<file path="config.mk">
export PLATFORM = sky130hd
export DESIGN_NAME = dhs_ram
export DESIGN_NICKNAME = d
export VERILOG_FILES = /design/src/hw/rtl/dhs_ram.sv
export SDC_FILE = /design/constraint.sdc
export NUM_CORES = 1
export LEC_CHECK = 0
export BUFFER_PORTS_ARGS = -buffer_cell sky130_fd_sc_hd__buf_2
export CAP_MARGIN = 20
export CORE_MARGIN = 8
export CORE_UTILIZATION = 62
export CTS_BUF_LIST = sky130_fd_sc_hd__clkbuf_4
export DETAILED_ROUTE_END_ITERATION = 16
export HOLD_SLACK_MARGIN = 0.12
export MAX_ROUTING_LAYER = met4
export PLACE_DENSITY = 0.81
export SETUP_SLACK_MARGIN = 0.5
export SLEW_MARGIN = 20
export SYNTH_ARGS = -nofsm -noshare
export SYNTH_HDL_FRONTEND = slang
export SYNTH_SLANG_ARGS = --single-unit
</file>
<file path="constraint.sdc">
create_clock -name clk -period 3.8 [get_ports clk]
set_input_delay 0.57 -clock clk [delete_from_list [all_inputs] [get_ports clk]]
set_output_delay 0.57 -clock clk [all_outputs]
set_load 0.02 [all_outputs]
</file>
<file path="src/hw/rtl/dhs_ram.sv">
module dhs_ram #(
	parameter int WIDTH = 8,
	parameter int DEPTH = 16
) (
	input  logic                     clk,
	input  logic                     we,
	input  logic [$clog2(DEPTH)-1:0] waddr,
	input  logic [WIDTH-1:0]         wdata,
	input  logic                     re,
	input  logic [$clog2(DEPTH)-1:0] raddr,
	output logic [WIDTH-1:0]         rdata
);

	logic [WIDTH-1:0] mem_q [DEPTH];

	always_ff @(posedge clk) begin
		if (we) begin
			mem_q[waddr] <= wdata;
		end
		if (re) begin
			rdata <= mem_q[raddr];
		end
	end

endmodule

</file>
; Word level (Yosys, flattened, before mapping)
; Memories as Yosys holds them, arrays and structs flattened. A register that Yosys moved wholly into a read port is not among the register bits.
; Cells that the tools add are included.
; Widths: inputs -> output; s select.
[totals]
reg_bits = 0
ramBits = 128
in_bits = 19
out_inout_bits = 8
elab_cells = 3
memories = 1
[memory_table]
columns = name, words, word_bits, rd, rd_clocked_by_memory_dff, wr, line
row1 = mem_q, 16, 8, 1, 1, 1, 14  ; logic [WIDTH-1:0] mem_q [DEPTH];
[classes]
muxes = 2
[ops]
columns = op, n
row1 = $mux 1, 2

; Depth between registers and ports, before layout
[logic_depth]
depth_word = 2
ltp_mapped = 5

; Worst setup path before layout
; No wires, ideal clock.
[synth_timing]
path_type = input to register
start = input waddr[2]
end = memory mem_q[0][0] (enable)
setup_ps = 383
t_arrival_ps = 1680
required_time_ps = 3417
setup_slack_ps = 1737
stages = 2
path_buffers = 0
cell_sequence = or3b_2 -> nor3_1
[synth_lines]
columns = item, line
row1 = "start, declared", 7  ; input logic [$clog2(DEPTH)-1:0] waddr,
row2 = "end, declared", 14
; Straight into the memory's write port.

; Final worst setup path
[layout_timing]
start = input waddr[2]
end = memory mem_q[2][4] (enable)
; Straight into the memory's write port.

==> reports/metrics.yaml <==
setup_viol: 0
wl_per_cell_microns: 24.7
rsz0062_at_grt: "false"
cts.sink_count: 136
period_share: 0.496
dieHeight_microns: 108
synth.cell_area_sq_mm: 0.00523
synth-main-ff-cell: "sky130_fd_sc_hd__edfxtp_1"
placement.cell_area_sq_mm: 0.00545
async_flop_share: 0
postLayoutCellArea_sq_mm: 0.00575
htree_num_levels: 4
nFillCells: 489
worst-path-buf-inv: 1
timing.critical_path.slowest_cell_delay_ps: 800
post-layout-total-power_mw: 2.81
synth_seq_cells: 136
clkTransAtPathRegs_ps: 110
postRouteAntennaNets: 0
worstPathCellList: "buf_2, or3b_2, nor2_1"
drt-vias-per-instance: 6.34
number_of_max_cap_violations: 0
fin_setup_tns_ps: 0
synth_area_leader_cell: "sky130_fd_sc_hd__edfxtp_1"
drt-total-wl_microns: 9590
yosys_warnings: 0
synthesis.instances: 229
buffer_ports.inserted: 26
number_of_distinct_library_cells_after_synthesis: 18
core.rowCount: 33
period_needed_ps: 1880
worstMarginPinSlew_ps: 1040
grt.total_usage: 0.184
yosys-top-cells-count: "136 x sky130_fd_sc_hd__edfxtp_1, 18 x sky130_fd_sc_hd__mux4_2, 16 x sky130_fd_sc_hd__a22oi_1"
critical-path-slowest-cell: "sky130_fd_sc_hd__nor2_1"
num_vias: 2459
cts_buffers: 17
synth_seq_area_share: 0.781
grt_antenna_before_repair: 1
end_kind: "flip-flop"
core_area_sq_mm: 0.00822
postCtsResizedCells: 0
final.setup_skew_ps: 16.1
crit_path_max_fanout: 8
die-width_microns: 108
synth.top_cells.by_area: "sky130_fd_sc_hd__edfxtp_1 78%, sky130_fd_sc_hd__mux4_2 7.8%, sky130_fd_sc_hd__mux4_1 7.0%, sky130_fd_sc_hd__a22oi_1 2.3%, sky130_fd_sc_hd__nor2_1 0.93%"
worstSetupPathType: "in -> reg"
clock-root-buffer: "sky130_fd_sc_hd__clkbuf_4"
utilization: 0.700
critPathRequiredTime_ps: 3920
hold_class: "in -> reg"
cellLeakagePower_nw: 1.89
grt_pass1_wl_microns: 14600
most_numerous_cell_in_the_yosys_netlist: "sky130_fd_sc_hd__edfxtp_1"
tritoncts_clock_tree: "done"
number_of_flops_mapped_to_enable_cells_by_yosys: 136
maxSlewHeadroom: 0.303
fmax_mhz: 531
start_kind: "input port"
syn-mean-instance-area_sq_um: 22.8
globalplace.congestion: 0.747
dp.final_hpwl_microns: 5910
syn_nets: 248
worstSkewPairLatency_ps: 500
report.final.slew_viol_count: 0
drive_gt1_frac: 0.284
grt.overflow.total: 0
power_density_mw_per_mm2: 488
area_growth_syn_to_layout_pct: 10.0
preCtsSetupSlack_ps: 1390
cts_setup_buffers: 0
number_of_buffers_inserted_for_hold_repair_after_clock_tree_synthesis: 0
regToRegSetupSlack_ps: 2240
arrival_ps: 2000
synth_top_cell_area_share: 0.781
worst_slack_ps: 1920
drc_errors: 0
hold_viol_final: 0
status: "finished clean"
finalNetCount: 288
firstDrtPassIters: 5
grt_max_degree: 33
cp_top_family: "simple AND/OR/NAND/NOR gates"
start_util: 0.636
num_io_pins: 27
floorplan.die_area_sq_mm: 0.0116
vdd.ir_drop.worst_v: 0.000314
grt_pass1_vias: 2544
clock_path_buffers: 2
initialDrtViolationCount: 198
[final cells by class]
type,instances,area (sq um),share of cell area
antenna,1,2.50,0.000435
sequential,136,4080,0.710
clock inverter,13,154,0.0268
multi-input combinational,83,1060,0.184
tap,105,131,0.0228
timing repair buffer,31,180,0.0313
clock buffer,19,143,0.0248
[final timing paths]
| path | from | endpoint | cells past startpoint |
|---|---|---|---|
| worst max-delay path | waddr[2] | mem_q[2][4] | 3 |
| worst min-delay path | re | rdata[3] | 1 |
| worst max register to register | mem_q[2][6] | rdata[6] | 3 |
| worst min register to register | mem_q[14][5] | rdata[5] | 3 |
[cells by family (layout without fill, tap and decap cells)]
kind of cell	count (synthesis)	in the layout	synth area share
flip-flops	136	136	0.781
other	0	1	0
buffers and inverters	10	63	0.0165
multiplexers	32	32	0.148
AO/OA/AOI/OAI	16	16	0.0230
AND/OR/NAND/NOR	35	35	0.0314
[layer usage]
layer / routed length [microns] / track usage / share of wire / vias up
met4: 169 / 0.0733 / 0.018 / 0
met1: 4120 / 0.252 / 0.43 / 1234
met2: 4340 / 0.251 / 0.45 / 140
li1: - / - / - / 1069
met3: 957 / 0.0575 / 0.10 / 16
met5: 0 / - / 0 / -
[where the power goes]
part,internal [mW],switching (mW)
combinational,0.0610,0.0931
sequential,1.69,0.00780
clock,0.466,0.492
[registers in the layout, summed over array words and instances (netlist names)]
register / cells
rdata: 8
mem_q: 128
[metrics by stage]
stage / std cells / hold slack (ps)
floorplan: 229 / 669
global placement: 355 / 727
detailed placement: 355 / 736
CTS: 387 / 397
global route: 388 / 398
finish: 388 / 433
[worst register-to-register path, cell delays in order (launching register included)]
cell                       delay (ps)
sky130_fd_sc_hd__edfxtp_1         380
sky130_fd_sc_hd__mux4_2           460
sky130_fd_sc_hd__a22oi_1          360
sky130_fd_sc_hd__nand2_1          110
[placed cells by master (no fill, tap or decap), types with 2 or more instances in the layout]
master	n
sky130_fd_sc_hd__nand2b_1	2
sky130_fd_sc_hd__bufinv_16	3
sky130_fd_sc_hd__mux4_1	14
sky130_fd_sc_hd__buf_2	26
sky130_fd_sc_hd__edfxtp_1	136
sky130_fd_sc_hd__clkinvlp_4	5
sky130_fd_sc_hd__nor3_1	4
sky130_fd_sc_hd__buf_4	4
sky130_fd_sc_hd__mux4_2	18
sky130_fd_sc_hd__nor2_1	13
sky130_fd_sc_hd__clkinv_2	2
sky130_fd_sc_hd__nand3b_1	2
sky130_fd_sc_hd__clkinv_1	2
sky130_fd_sc_hd__clkbuf_4	19
sky130_fd_sc_hd__nand2_1	9
sky130_fd_sc_hd__a22oi_1	16
Note: power is estimated with default switching activity, not from simulation.
